`config.mk`:
```
export PLATFORM = sky130hd
export DESIGN_NAME = utf8_to_utf16_transcoder
export DESIGN_NICKNAME = d
export VERILOG_FILES = /design/src/u8u16_pkg.sv /design/src/u8u16_front.sv /design/src/u8u16_queue.sv /design/src/u8u16_back.sv /design/src/utf8_to_utf16_transcoder.sv
export VERILOG_INCLUDE_DIRS = /design/src /design/src/src
export SDC_FILE = /design/constraint.sdc
export NUM_CORES = 1
export LEC_CHECK = 0
export BUFFER_PORTS_ARGS = -buffer_cell sky130_fd_sc_hd__buf_2
export CORE_UTILIZATION = 38
export CTS_CLUSTER_SIZE = 16
export DETAILED_ROUTE_END_ITERATION = 12
export GPL_ROUTABILITY_DRIVEN = 0
export GPL_TIMING_DRIVEN = 1
export PLACE_DENSITY = 0.64
export SLEW_MARGIN = 20
export SYNTH_ARGS = -nofsm -noshare
export SYNTH_HDL_FRONTEND = slang
export SYNTH_HIERARCHICAL = 1
export SYNTH_SLANG_ARGS = --single-unit
export TNS_END_PERCENT = 1
```
`constraint.sdc`:
```
create_clock -name i_clk -period 13.8 [get_ports i_clk]
set_input_delay 0.69 -clock i_clk [delete_from_list [all_inputs] [get_ports i_clk]]
set_output_delay 0.69 -clock i_clk [all_outputs]
set_load 0.01 [all_outputs]
```
`src/utf8_to_utf16_transcoder_defines.svh`:
```
// Assertion macros shared by the UTF-8 to UTF-16 transcoder modules.
`ifndef UTF8_TO_UTF16_TRANSCODER_DEFINES_SVH
`define UTF8_TO_UTF16_TRANSCODER_DEFINES_SVH

// Property that must hold at every clock edge outside reset.
`define U8U16_ASSERT(lbl, prop, msg) \
    lbl: assert property (@(posedge i_clk) disable iff (!i_rst_n) (prop)) else $error(msg);

// Condition that must hold in the cycle after a trigger.
`define U8U16_ASSERT_NEXT(lbl, trig, cons, msg) \
    lbl: assert property (@(posedge i_clk) disable iff (!i_rst_n) (trig) |=> (cons)) \
        else $error(msg);

`endif

```
`src/u8u16_pkg.sv`:
```
// Types and constants shared by the UTF-8 to UTF-16 transcoder modules.
package u8u16_pkg;

    localparam int ADDR_W  = 3;
    localparam int Q_DEPTH = 4;
    localparam int Q_AW    = $clog2(Q_DEPTH);
    localparam int Q_CW    = Q_AW + 1;

    localparam logic CMD_DATA = 1'b0;
    localparam logic CMD_END  = 1'b1;

    localparam logic [1:0] ST_OK       = 2'd0;
    localparam logic [1:0] ST_INVALID  = 2'd1;
    localparam logic [1:0] ST_OVERFLOW = 2'd2;

    localparam logic [20:0] CP_BMP_MAX = 21'h00ffff;
    localparam logic [20:0] CP_MAX     = 21'h10ffff;
    localparam logic [20:0] CP_SUPP    = 21'h010000;
    localparam logic [15:0] SURR_HI    = 16'hd800;
    localparam logic [15:0] SURR_LO    = 16'hdc00;
    localparam logic [2:0]  LEAD4_MAX  = 3'h4;

    typedef struct packed {
        logic       cmd;
        logic [7:0] data_byte;
    } t_item;

    typedef struct packed {
        logic [15:0] code_unit;
        logic        unit_valid;
        logic        done_res;
        logic [1:0]  status;
        logic [31:0] unit_count;
        logic        last;
    } t_result;

    // One decoded job: a single result, or a surrogate pair when pair is set.
    typedef struct packed {
        logic        pair;
        logic [15:0] unit_hi;
        logic [15:0] unit_lo;
        logic        unit_valid;
        logic        done_res;
        logic [1:0]  status;
        logic [31:0] unit_count;
    } t_job;

endpackage

```
`src/u8u16_front.sv`:
```
// Front end: decodes UTF-8 bytes, keeps string state and issues result jobs.
module u8u16_front (
    input  logic               i_clk,
    input  logic               i_rst_n,
    input  logic               i_accept,
    input  u8u16_pkg::t_item   i_item,
    input  logic               i_term_mode,
    input  logic [15:0]        i_capacity,
    output logic               o_job_push,
    output u8u16_pkg::t_job    o_job
);

    logic [1:0]  r_pending, n_pending;
    logic [20:0] r_accum,   n_accum;
    logic [31:0] r_count,   n_count;
    logic        r_invalid, n_invalid;
    logic        r_overflow, n_overflow;

    logic [7:0]  b;
    logic [20:0] acc_sh;
    logic [20:0] fin_cp;
    logic [20:0] supp_v;
    logic        do_finish;
    logic        do_close;
    logic        append;
    logic        inv_eff;
    logic        big;
    logic        too_big;
    logic        do_take;
    logic        take_two;
    logic [32:0] sum;
    logic [31:0] cnt_sat;
    logic [31:0] cnt_after;
    logic        cap_ok;
    logic        fits;
    logic        emit;
    logic        ovf_set;
    logic [1:0]  close_st;

    always_comb begin
        b          = i_item.data_byte;
        n_pending  = r_pending;
        n_accum    = r_accum;
        n_count    = r_count;
        n_invalid  = r_invalid;
        n_overflow = r_overflow;
        do_finish  = 1'b0;
        do_close   = 1'b0;
        append     = 1'b0;
        fin_cp     = '0;
        acc_sh     = {r_accum[14:0], b[5:0]};
        o_job_push = 1'b0;
        o_job      = '0;

        // byte classification
        if (i_accept) begin
            if (i_item.cmd == u8u16_pkg::CMD_END) begin
                if (!i_term_mode) begin
                    do_close = 1'b1;
                end
            end else if (i_term_mode && b == 8'h00) begin
                do_close = 1'b1;
                append   = 1'b1;
            end else if (r_pending != 2'd0) begin
                if (b[7:6] != 2'b10) begin
                    // bad continuation: drop it and abandon the sequence
                    n_invalid = 1'b1;
                    n_pending = 2'd0;
                    n_accum   = '0;
                end else begin
                    n_pending = r_pending - 2'd1;
                    if (r_pending == 2'd1) begin
                        do_finish = 1'b1;
                        fin_cp    = acc_sh;
                        n_accum   = '0;
                    end else begin
                        n_accum = acc_sh;
                    end
                end
            end else if (b[7] == 1'b0) begin
                do_finish = 1'b1;
                fin_cp    = 21'(b);
            end else if (b[7:5] == 3'b110 && b[4:0] >= 5'd2) begin
                n_pending = 2'd1;
                n_accum   = 21'(b[4:0]);
            end else if (b[7:4] == 4'b1110) begin
                n_pending = 2'd2;
                n_accum   = 21'(b[3:0]);
            end else if (b[7:3] == 5'b11110 && b[2:0] <= u8u16_pkg::LEAD4_MAX) begin
                n_pending = 2'd3;
                n_accum   = 21'(b[2:0]);
            end else begin
                n_invalid = 1'b1;
            end
        end

        // unit accounting against the output buffer
        inv_eff   = do_close ? (r_invalid || r_pending != 2'd0) : r_invalid;
        big       = fin_cp > u8u16_pkg::CP_BMP_MAX;
        too_big   = fin_cp > u8u16_pkg::CP_MAX;
        do_take   = (do_finish && !too_big) || append;
        take_two  = do_finish && big;
        sum       = {1'b0, r_count} + (take_two ? 33'd2 : 33'd1);
        cnt_sat   = sum[32] ? '1 : sum[31:0];
        cap_ok    = !inv_eff && !r_overflow && i_capacity != 16'd0;
        fits      = sum <= {17'd0, i_capacity};
        emit      = do_take && cap_ok && fits;
        ovf_set   = do_take && cap_ok && !fits;
        cnt_after = do_take ? cnt_sat : r_count;
        supp_v    = fin_cp - u8u16_pkg::CP_SUPP;

        if (do_take) begin
            n_count = cnt_sat;
            if (ovf_set) begin
                n_overflow = 1'b1;
            end
        end
        if (do_finish && too_big) begin
            n_invalid = 1'b1;
        end

        if (do_finish && emit) begin
            o_job_push       = 1'b1;
            o_job.pair       = big;
            o_job.unit_hi    = big ? (u8u16_pkg::SURR_HI + 16'(supp_v[19:10])) : fin_cp[15:0];
            o_job.unit_lo    = u8u16_pkg::SURR_LO + 16'(supp_v[9:0]);
            o_job.unit_valid = 1'b1;
        end

        close_st = inv_eff ? u8u16_pkg::ST_INVALID :
                   ((r_overflow || ovf_set) ? u8u16_pkg::ST_OVERFLOW : u8u16_pkg::ST_OK);
        if (do_close) begin
            o_job_push       = 1'b1;
            o_job.unit_valid = emit && close_st == u8u16_pkg::ST_OK;
            o_job.done_res   = 1'b1;
            o_job.status     = close_st;
            o_job.unit_count = (close_st == u8u16_pkg::ST_OK) ? cnt_after : 32'd0;
            n_pending        = 2'd0;
            n_accum          = '0;
            n_count          = '0;
            n_invalid        = 1'b0;
            n_overflow       = 1'b0;
        end
    end

    always_ff @(posedge i_clk) begin
        if (!i_rst_n) begin
            r_pending  <= '0;
            r_accum    <= '0;
            r_count    <= '0;
            r_invalid  <= 1'b0;
            r_overflow <= 1'b0;
        end else begin
            r_pending  <= n_pending;
            r_accum    <= n_accum;
            r_count    <= n_count;
            r_invalid  <= n_invalid;
            r_overflow <= n_overflow;
        end
    end

endmodule

```
`src/u8u16_queue.sv`:
```
// Job queue between the decode front end and the result back end.
`include "utf8_to_utf16_transcoder_defines.svh"

module u8u16_queue (
    input  logic              i_clk,
    input  logic              i_rst_n,
    input  logic              i_push,
    input  u8u16_pkg::t_job   i_job,
    input  logic              i_pop,
    output logic              o_full,
    output logic              o_valid,
    output u8u16_pkg::t_job   o_head
);

    u8u16_pkg::t_job              r_mem [u8u16_pkg::Q_DEPTH];
    logic [u8u16_pkg::Q_AW-1:0]   r_wr_ptr;
    logic [u8u16_pkg::Q_AW-1:0]   r_rd_ptr;
    logic [u8u16_pkg::Q_CW-1:0]   r_count;

    assign o_full  = r_count == u8u16_pkg::Q_CW'(u8u16_pkg::Q_DEPTH);
    assign o_valid = r_count != '0;
    assign o_head  = r_mem[r_rd_ptr];

    always_ff @(posedge i_clk) begin
        if (i_push) begin
            r_mem[r_wr_ptr] <= i_job;
        end
    end

    always_ff @(posedge i_clk) begin
        if (!i_rst_n) begin
            r_wr_ptr <= '0;
            r_rd_ptr <= '0;
            r_count  <= '0;
        end else begin
            if (i_push) begin
                r_wr_ptr <= r_wr_ptr + 1'b1;
            end
            if (i_pop) begin
                r_rd_ptr <= r_rd_ptr + 1'b1;
            end
            case ({i_push, i_pop})
                2'b10:   r_count <= r_count + 1'b1;
                2'b01:   r_count <= r_count - 1'b1;
                default: r_count <= r_count;
            endcase
        end
    end

    `U8U16_ASSERT(a_q_no_overrun, !(i_push && o_full && !i_pop), "job pushed into full queue")
    `U8U16_ASSERT(a_q_no_underrun, !(i_pop && !o_valid), "job popped from empty queue")

endmodule

```
`src/u8u16_back.sv`:
```
// Back end: expands jobs into results and holds them in the output register.
`include "utf8_to_utf16_transcoder_defines.svh"

module u8u16_back (
    input  logic                i_clk,
    input  logic                i_rst_n,
    input  logic                i_job_valid,
    input  u8u16_pkg::t_job     i_job,
    input  logic                i_pop,
    output logic                o_job_pop,
    output logic                o_empty,
    output u8u16_pkg::t_result  o_result
);

    logic                r_valid;
    logic                r_half;
    u8u16_pkg::t_result  r_res;
    u8u16_pkg::t_result  n_res;
    logic                pop_acc;
    logic                load;
    logic                first_half;

    assign pop_acc    = i_pop && r_valid;
    assign load       = !r_valid || pop_acc;
    assign first_half = i_job.pair && !r_half;
    assign o_job_pop  = load && i_job_valid && !first_half;
    assign o_empty    = !r_valid;
    assign o_result   = r_res;

    always_comb begin
        n_res            = '0;
        n_res.code_unit  = (i_job.pair && r_half) ? i_job.unit_lo : i_job.unit_hi;
        n_res.unit_valid = i_job.unit_valid;
        n_res.done_res   = i_job.done_res;
        n_res.status     = i_job.status;
        n_res.unit_count = i_job.unit_count;
        n_res.last       = !first_half;
    end

    always_ff @(posedge i_clk) begin
        if (load && i_job_valid) begin
            r_res <= n_res;
        end
    end

    always_ff @(posedge i_clk) begin
        if (!i_rst_n) begin
            r_valid <= 1'b0;
            r_half  <= 1'b0;
        end else if (load) begin
            r_valid <= i_job_valid;
            if (i_job_valid) begin
                r_half <= first_half;
            end
        end
    end

    `U8U16_ASSERT(a_bk_half_held, !r_half || (r_valid && i_job_valid && i_job.pair),
        "second half of pair lost")
    `U8U16_ASSERT_NEXT(a_bk_pair_follow, pop_acc && !r_res.last, r_valid && r_res.last,
        "second unit of pair not shown next")
    `U8U16_ASSERT(a_bk_done_last, !(r_valid && r_res.done_res && !r_res.last),
        "closing result not marked last")

endmodule

```
`src/utf8_to_utf16_transcoder.sv`:
```
// UTF-8 to UTF-16 transcoder top level: config registers, front, job queue, back.
// An accepted byte's job goes into the job queue, then into the output register once that is free.
// Throughput: one byte per cycle unless the queue is full; a surrogate pair gives two results.
// The 4-entry job queue absorbs output stalls; full rises only when it fills up.
// Reset (i_rst_n low, synchronous): string state, queue and output clear; registers go to 0.
// Config registers: 0x0 terminated_mode (bit 0), 0x4 out_capacity (bits 15:0).
module utf8_to_utf16_transcoder (
    input  logic                            i_clk,
    input  logic                            i_rst_n,
    // configuration port
    input  logic                            psel,
    input  logic                            penable,
    input  logic                            pwrite,
    input  logic [u8u16_pkg::ADDR_W-1:0]    paddr,
    input  logic [31:0]                     pwdata,
    output logic [31:0]                     prdata,
    output logic                            pready,
    // byte input
    input  logic                            push,
    input  u8u16_pkg::t_item                i_item,
    output logic                            full,
    // result output
    output logic                            empty,
    input  logic                            pop,
    output u8u16_pkg::t_result              o_result
);

    logic               r_term_mode;
    logic [15:0]        r_capacity;
    logic               cfg_wr;
    logic               accept;
    logic               job_push;
    u8u16_pkg::t_job    job_in;
    logic               q_full;
    logic               q_valid;
    logic               q_pop;
    u8u16_pkg::t_job    q_head;

    // APB access: zero wait states, register picked by address bit 2
    assign pready = 1'b1;
    assign cfg_wr = psel && penable && pwrite;
    assign prdata = paddr[2] ? {16'd0, r_capacity} : {31'd0, r_term_mode};

    always_ff @(posedge i_clk) begin
        if (!i_rst_n) begin
            r_term_mode <= 1'b0;
            r_capacity  <= '0;
        end else if (cfg_wr) begin
            if (paddr[2]) begin
                r_capacity <= pwdata[15:0];
            end else begin
                r_term_mode <= pwdata[0];
            end
        end
    end

    // a transaction is taken whenever the job queue has room
    assign full   = q_full;
    assign accept = push && !q_full;

    u8u16_front u_front (
        .i_clk       (i_clk),
        .i_rst_n     (i_rst_n),
        .i_accept    (accept),
        .i_item      (i_item),
        .i_term_mode (r_term_mode),
        .i_capacity  (r_capacity),
        .o_job_push  (job_push),
        .o_job       (job_in)
    );

    u8u16_queue u_queue (
        .i_clk   (i_clk),
        .i_rst_n (i_rst_n),
        .i_push  (job_push),
        .i_job   (job_in),
        .i_pop   (q_pop),
        .o_full  (q_full),
        .o_valid (q_valid),
        .o_head  (q_head)
    );

    u8u16_back u_back (
        .i_clk       (i_clk),
        .i_rst_n     (i_rst_n),
        .i_job_valid (q_valid),
        .i_job       (q_head),
        .i_pop       (pop),
        .o_job_pop   (q_pop),
        .o_empty     (empty),
        .o_result    (o_result)
    );

endmodule

```
# --- After elaboration in Yosys (flattened, before gate mapping) ---
# Memory sizes are Yosys's and may differ from the RTL's. A register that Yosys moved wholly into a read port is not among the register bits.
# Cells that the tools add are included.
# W data, S select, Z words.
classes:
  n_mux: 62
  addsub: 9
  bitwise: 4
  n_reduce_logical: 50
  n_eq_ne: 14
  magnitude_cmp: 5
op_table:
  columns: ["operator", "count"]
  rows:
  - ["$mux W21", 6]
  - ["$mux W15", 7]
  - ["$mux W32", 3]
  - ["$mux W16", 3]
  - ["$mux W36", 1]
  - ["$mux W34", 1]
  - ["$add A32 B33 Y33", 1]
  - ["$le A33 B16 Y1", 1]
  - ["$add A15 B11 Y16 const A", 2]
  - ["$mux W1", 28]
  - ["$mux W2", 11]
  - ["$gt A21 B16 Y1 const B", 1]
  - ["$gt A21 B21 Y1 const B", 1]
  - ["$logic_and A1 B1 Y1", 21]
  - ["$sub A20 B17 Y20 const B", 1]
  - ["$reduce_bool A16 Y1", 1]
  - ["$ne A3 B3 Y1 const B", 3]
  - ["$logic_not A1 Y1", 8]
  - ["$logic_not A8 Y1", 1]
  - ["$reduce_and A2 Y1", 4]
  - ["$reduce_and A8 Y1", 1]
  - ["$reduce_bool A2 Y1", 4]
  - ["$mux W7", 1]
  - ["$eq A3 B3 Y1 const B", 2]
  - ["21 further kinds", 31]
word_totals:
  inputBits: 51
  ramBits: 276
  output_inout_bits: 88
  mem_count: 1
  reg_bits: 130
  word_cells: 163
memory_table:
  columns: ["memory", "depth", "word_bits", "rd", "rd_ports_with_merged_regs", "wr", "line_no", "source"]
  rows:
  - ["u_queue.r_mem", 4, 69, 1, 1, 1, "u8u16_queue.sv:15", "u8u16_pkg::t_job r_mem [u8u16_pkg::Q_DEPTH];"]

# --- Longest topological paths before layout ---
depth:
  word_depth: 20
  mapped_depth: 36
  mapped_depth_nobuf: 30

# --- Modules after synthesis ---
# Netlist, hierarchy kept.
modules_own_cells:
  columns: ["module", "seq_area_each_um2", "cells_per_inst", "area_each_um2", "n_inst"]
  rows:
  - ["u8u16_queue", 8468.1, 403, 10410.0, 1]
  - ["u8u16_front", 1021.0, 635, 4393.0, 1]
  - ["u8u16_back", 1631.6, 85, 1943.1, 1]
  - ["utf8_to_utf16_transcoder", 340.3, 112, 957.2, 1]

# --- Worst setup path before layout ---
# OpenSTA, ideal clock, no wires.
synth_timing:
  path_type: "input port to flip-flop"
  startpoint: "in i_item[7] (netlist name)"
  endpoint: "mem u_queue/r_mem[0][0] (netlist name) (enable)"
  n_path_buf: 5
  path_slack_ns: 5.901
  setup_ns: 0.434
  stages: 28
  required_time_ns: 13.366
  arrival_ns: 7.464
  cell_sequence: "clkbuf_1 and4bb_2 and2_1 clkbuf_1 clkbuf_1 nand2_1 ha_1 o211a_1 nand2b_1 and2_1 inv_1 clkbuf_1 fa_1 nand4_1 nor2_1 nand4_1 xnor2_1 ha_1 a211oi_1 nor3b_1 nor4_1 a31oi_1 nor4_2 nand4_1 or2_1 buf_6 nand2_1 and2_1"
synth_via:
  elab_chain_len: 17
  elab_cells_between_ends: 40
  cone_classes: "1 x add/sub; 3 x order compare; 1 x eq/ne; 23 x mux; 12 x reduce/logical"
synth_lines:
  columns: ["item", "line_no", "source"]
  rows:
  - ["from (decl)", "utf8_to_utf16_transcoder.sv:20", "input u8u16_pkg::t_item i_item,"]
  - ["$ne A2 B2 Y1", "u8u16_front.sv:65", "if (b[7:6] != 2'b10) begin"]
  - ["$mux W21", "u8u16_front.sv:65", null]
  - ["$mux W21", "u8u16_front.sv:64", "end else if (r_pending != 2'd0) begin"]
  - ["$mux W21", "u8u16_front.sv:61", "end else if (i_term_mode && b == 8'h00) begin"]
  - ["$mux W21", "u8u16_front.sv:57", "if (i_item.cmd == u8u16_pkg::CMD_END) begin"]
  - ["$mux W21", "u8u16_front.sv:56", "if (i_accept) begin"]
  - ["$gt A21 B16 Y1 / $gt A21 B21 Y1 (equally long branches)", "u8u16_front.sv:99, u8u16_front.sv:100", null]
  - ["$logic_and A1 B1 Y1 / $logic_not A1 Y1 (equally long branches)", "u8u16_front.sv:102, u8u16_front.sv:101", null]
  - ["[... 2 more ...]", null, null]
  - ["$le A33 B16 Y1 / $logic_and A1 B1 Y1 (equally long branches)", "u8u16_front.sv:106, u8u16_front.sv:107", null]
  - ["$logic_and A1 B1 Y1", "u8u16_front.sv:107", "emit = do_take && cap_ok && fits;"]
  - ["$logic_and A1 B1 Y1", "u8u16_front.sv:122", "if (do_finish && emit) begin"]
  - ["$mux W1", "u8u16_front.sv:122", null]
  - ["$mux W1 (*)", "u8u16_front.sv:132", "if (do_close) begin"]
  - ["net job_push", "utf8_to_utf16_transcoder.sv:32", "logic job_push;"]
  - ["$mux W1 (*)", "u8u16_queue.sv:25", "if (i_push) begin"]
  - ["$mux W1 (implied by the code) (*)", "u8u16_queue.sv:26", "r_mem[r_wr_ptr] <= i_job;"]
  - ["to (decl)", "u8u16_queue.sv:15", null]
# The timed path passes the listed nets; every way through them passes the cells marked *.

# --- Final worst setup path ---
layout_timing:
  startpoint: "reg u_front.r_pending[0]"
  endpoint: "mem u_queue/r_mem[2][66] (netlist name) (enable)"
layout_via:
  elab_chain_len: 18
  elab_cells_between_ends: 35
  cone_classes: "1 x add/sub; 3 x order compare; 1 x eq/ne; 18 x mux; 12 x reduce/logical"
layout_lines:
  columns: ["item", "line_no", "source"]
  rows:
  - ["from (decl)", "u8u16_front.sv:13", "logic [1:0] r_pending, n_pending;"]
  - ["from (signal assigned)", "u8u16_front.sv:154", "r_pending <= n_pending;"]
  - ["$eq A2 B1 Y1", "u8u16_front.sv:72", "if (r_pending == 2'd1) begin"]
  - ["$mux W21", "u8u16_front.sv:72", null]
  - ["$mux W21", "u8u16_front.sv:65", null]
  - ["$mux W21", "u8u16_front.sv:64", null]
  - ["$mux W21", "u8u16_front.sv:61", null]
  - ["$mux W21", "u8u16_front.sv:57", null]
  - ["$mux W21", "u8u16_front.sv:56", null]
  - ["$gt A21 B16 Y1 / $gt A21 B21 Y1 (equally long branches)", "u8u16_front.sv:99, u8u16_front.sv:100", null]
  - ["[... 3 more ...]", null, null]
  - ["$le A33 B16 Y1 / $logic_and A1 B1 Y1 (equally long branches)", "u8u16_front.sv:106, u8u16_front.sv:107", null]
  - ["$logic_and A1 B1 Y1", "u8u16_front.sv:107", null]
  - ["$logic_and A1 B1 Y1 (*)", "u8u16_front.sv:122", null]
  - ["$mux W1 (*)", "u8u16_front.sv:122", null]
  - ["$mux W1 (*)", "u8u16_front.sv:132", null]
  - ["net job_push", "utf8_to_utf16_transcoder.sv:32", null]
  - ["$mux W1 (*)", "u8u16_queue.sv:25", null]
  - ["$mux W1 (implied by the code) (*)", "u8u16_queue.sv:26", null]
# Marked as above.

==> impl.org <==
** Die
- Initial cell density of the core :: 38.8%
- Rows :: 78
- Die height :: 218 microns
- After floorplanning, the core was sized to cover 0.0457 sq mm.
- Die area :: 0.0475 sq mm
- The die is 218 microns wide.
- I/O pin total :: 139

** Run status
- The flow ran to the end, and the final reports show no timing, DRC or antenna violations.

** Routing
- Average via count per standard cell :: 5.29
- Remaining DRCs :: 0
- After detailed routing, the average wire length per cell comes to 19.0 microns.
- First drt pass iteration count :: 6
- After the first detailed-routing iteration, the DRC count stood at 878.
- Post-route antenna net violation count :: 0
- The routed layout has 10300 vias.
- Summed over all layers, the routed wires come to 37.2 mm.

** STA
- Crit share post-route :: 68.4%
- The final-report max-slew violation count came to 0.
- After routing, the total negative slack on setup checks comes to 0 ns.
- Hold timing on the final database bottoms out at a slack of 0.366 ns.
- Slew of the pin with the lowest slew margin :: 0.977 ns
- Worst setup slack after layout :: 4.37 ns
- For this run, the top clock speed supported by timing is 106 MHz.
- Setup repair after global routing left no endpoint under its margin.
- Relative max-transition margin :: 34.9%
- The routed design could run at a clock period as short as 9.43 ns.
- Endpoints failing hold :: 0
- The clock arrives with 0.0240 ns of skew.
- Total setup violations reported at the end of the flow :: 0

** Synthesis
- For this run, the number of Yosys warnings is 6.
- Measured against the total synthesized area, the mux share comes to 11.7%.
- The synthesized netlist devotes 0.989% of its cell area to XOR and XNOR gates.
- Share of flip-flops with an asynchronous set or reset after synthesis :: 0%
- Number of instances in the synthesized netlist :: 1235
- Number of enable-type register cells in the synthesized netlist :: 329
- Fraction of the yosys area taken by sequential cells :: 64.7%
- After synthesis, the netlist uses 76 different library cells.
- Of the total synthesized cell area, the portion taken by full adders, half adders and majority gates is 2.06%.
- Largest family of logic cells by synthesized area :: multiplexers
- Synth Area in Compound Gates :: 4.69%
- The synthesized netlist devotes 11.7% of its cell area to simple gates.
- Averaged over all synthesized cells, the footprint is 14.3 sq um.
- In the synthesized netlist the dominant register cell turns out to be sky130_fd_sc_hd__edfxtp_1.
- Area of the mapped netlist :: 0.0177 sq mm
- FF+latch count, synth :: 408

** Layout
- Of the cells placed in the final design, the portion with a size suffix greater than 1 is 21.9%.
- Compared with the post-synthesis result, the final layout area differs by 13.2%.
- # nets final :: 1399
- Final cell utilization of the core :: 43.9%

** Global route
- Total overflow reported by the global router :: 0
- Initial antenna violation count :: 1
- Maximum number of pins on one net before global-route repair :: 47
- The first global-routing pass estimated 57.9 mm of wire.
- In the global route stage, overall resource usage came out at 15.8%.
- Vias in the first global route :: 10200

** Pwr
- For this design the ratio of total power to cell area is 166 mW/mm^2.
- Leak :: 6.80 nW
- Maximum vdd ir drop :: 0.0854 mV
- Power consumption :: 3.33 mW

** Setup path
- Flop2flop setup slack :: 4.37 ns
- Max FO, Critical Path :: 45
- The largest single stage delay on the critical path is 0.70 ns.
- R2R cell count :: 26
- The slowest stage of the critical path is the sky130_fd_sc_hd__buf_4 cell.
- Data arrives at the worst endpoint at 9.63 ns.
- Worst Setup End Kind :: register
- WP data required :: 14.00 ns
- Critical Path Source Type :: register
- Kind of critical path :: reg -> reg

** Placement
- Timing analysis after detailed placement gives a worst setup slack of 4.16 ns.
- Once detailed placement completed, the half-perimeter wirelength came to 23.6 mm.
- Buffers added on ports :: 103

** Clock network
- Htree depth :: 2
- After clock tree synthesis, the setup repair step added 0 buffers.
- In this run, post-CTS repair resized a total of 0 instances.
- Hold buffers post-CTS :: 0
- Root Driver :: sky130_fd_sc_hd__clkbuf_16
- After clock tree synthesis, the clock-pin slew on the worst setup and hold paths is 0.06 ns.
- Worst-case clock buffer depth :: 3
- Num Clock Sinks :: 408
- TritonCTS clock tree :: done
- The clock reaches the later pin of the worst-skew pair after 0.58 ns.
- Num CTS Buffers :: 44

** Worst hold path
- In this run the worst hold path is classified as in -> reg.
- Cell count of the worst hold path :: 3

** Job
- Number of max-capacitance violations reported :: 0
==> cell usage after synthesis (all sizes together), types with 7 or more instances <==
| cell | count | area (sq um) |
|---|---|---|
| nor2 | 68 | 255 |
| or3 | 15 | 93.8 |
| inv | 41 | 154 |
| xnor2 | 13 | 114 |
| nand3 | 41 | 205 |
| o21ai | 23 | 115 |
| and3 | 13 | 81.3 |
| clkbuf | 33 | 124 |
| mux4 | 69 | 1550 |
| buf | 58 | 449 |
| nand4 | 20 | 146 |
| xor2 | 7 | 61.3 |
| nand2 | 99 | 382 |
| a31oi | 10 | 62.6 |
| ha | 26 | 325 |
| nand2b | 9 | 56.3 |
| nor3 | 41 | 210 |
| edfxtp | 329 | 9880 |
| mux2 | 18 | 240 |
| a21oi | 56 | 280 |
| dfxtp | 79 | 1580 |
| and2 | 44 | 282 |
| o22ai | 10 | 62.6 |
| mux2i | 27 | 270 |
| nor4 | 15 | 121 |
==> cell usage in the layout (no fill, tap or decap), types with 22 or more instances in the layout <==
cell                        count
sky130_fd_sc_hd__mux2i_1       27
sky130_fd_sc_hd__buf_2        103
sky130_fd_sc_hd__a21oi_1       56
sky130_fd_sc_hd__clkbuf_16     45
sky130_fd_sc_hd__dfxtp_1       77
sky130_fd_sc_hd__nor3_1        40
sky130_fd_sc_hd__nor2_1        68
sky130_fd_sc_hd__edfxtp_1     329
sky130_fd_sc_hd__o21ai_0       22
sky130_fd_sc_hd__inv_1         40
sky130_fd_sc_hd__ha_1          26
sky130_fd_sc_hd__mux4_2        69
sky130_fd_sc_hd__nand3_1       41
sky130_fd_sc_hd__and2_1        35
sky130_fd_sc_hd__nand2_1       97
==> cells by family (layout without fill, tap and decap cells) <==
| kind of cell | count (synthesis) | count (layout) |
|---|---|---|
| AO/OA/AOI/OAI | 135 | 135 |
| XOR/XNOR | 20 | 20 |
| adder cells (fa/ha/maj) | 28 | 28 |
| buffers and inverters | 133 | 237 |
| flip-flops | 408 | 408 |
| multiplexers | 114 | 114 |
| other | 3 | 20 |
| AND/OR/NAND/NOR | 394 | 394 |
==> state kept, by name (all words and copies together) (netlist names), 2 cells and up, named ones only <==
signal and count:
u_front/r_accum 15, u_queue/r_count 3, u_front/r_count 32, u_queue/r_rd_ptr 2
u_queue/r_mem 276, u_queue/r_wr_ptr 2, u_front/r_pending 2, u_back/o_result 53
r_capacity 16
==> worst paths after layout <==
check | start | to
worst max-delay path | u_front/r_pending[0]$_SDFFE_PP0P_ | u_queue/r_mem[2][66]$_DFFE_PP_
worst max register to register | u_front/r_pending[0]$_SDFFE_PP0P_ | u_queue/r_mem[2][66]$_DFFE_PP_
worst min register to register | u_front/r_accum[0]$_SDFFE_PP0P_ | u_front/r_accum[0]$_SDFFE_PP0P_
worst min-delay path | pwdata[14] | r_capacity[14]$_SDFFE_PN0P_
==> worst max-delay path, delay by kind of cell, from the launching register on <==
| kind | cells | cell delay, ns |
|---|---|---|
| AOI/OAI and AO/OA | 3 | 0.53 |
| and+or+nand+nor | 15 | 5.31 |
| DFF | 1 | 0.33 |
| xor gates and xnor gates | 1 | 0.21 |
| adders and majority gates | 4 | 1.32 |
| buffers and inverters | 3 | 1.26 |
==> stage by stage <==
stage | area [sq um] | cells
2_1_floorplan | 17800 | 1250
3_3_place_gp | 18600 | 1874
3_5_place_dp | 18600 | 1874
4_1_cts | 20000 | 1954
5_1_grt | 20000 | 1954
6_report | 20000 | 1956
==> cell type report <==
type | count | area (sq um)
timing repair buffer | 115 | 606
antenna | 2 | 5.00
tap | 600 | 751
fill | 4104 | 25600
clock inverter | 16 | 226
inverter | 42 | 159
multi-input combinational | 709 | 5570
clock buffer | 64 | 1250
sequential | 408 | 11500
==> where the power goes <==
group / total (mW) / internal, mW / switching (mW)
Clock: 1.18 / 0.709 / 0.473
Sequential: 1.57 / 1.50 / 0.0664
Combinational: 0.579 / 0.260 / 0.319
Total: 3.33 / 2.47 / 0.858
==> routing by layer <==
metal	global-route usage [%]	part of all wire, %	vias to the layer above
li1	-	-	4832
met1	20.9	42	5116
met2	26.7	50	344
met3	2.72	6.6	50
met4	4.52	1.8	0
met5	0	0	-
Note: power is estimated with default switching activity, not from simulation.
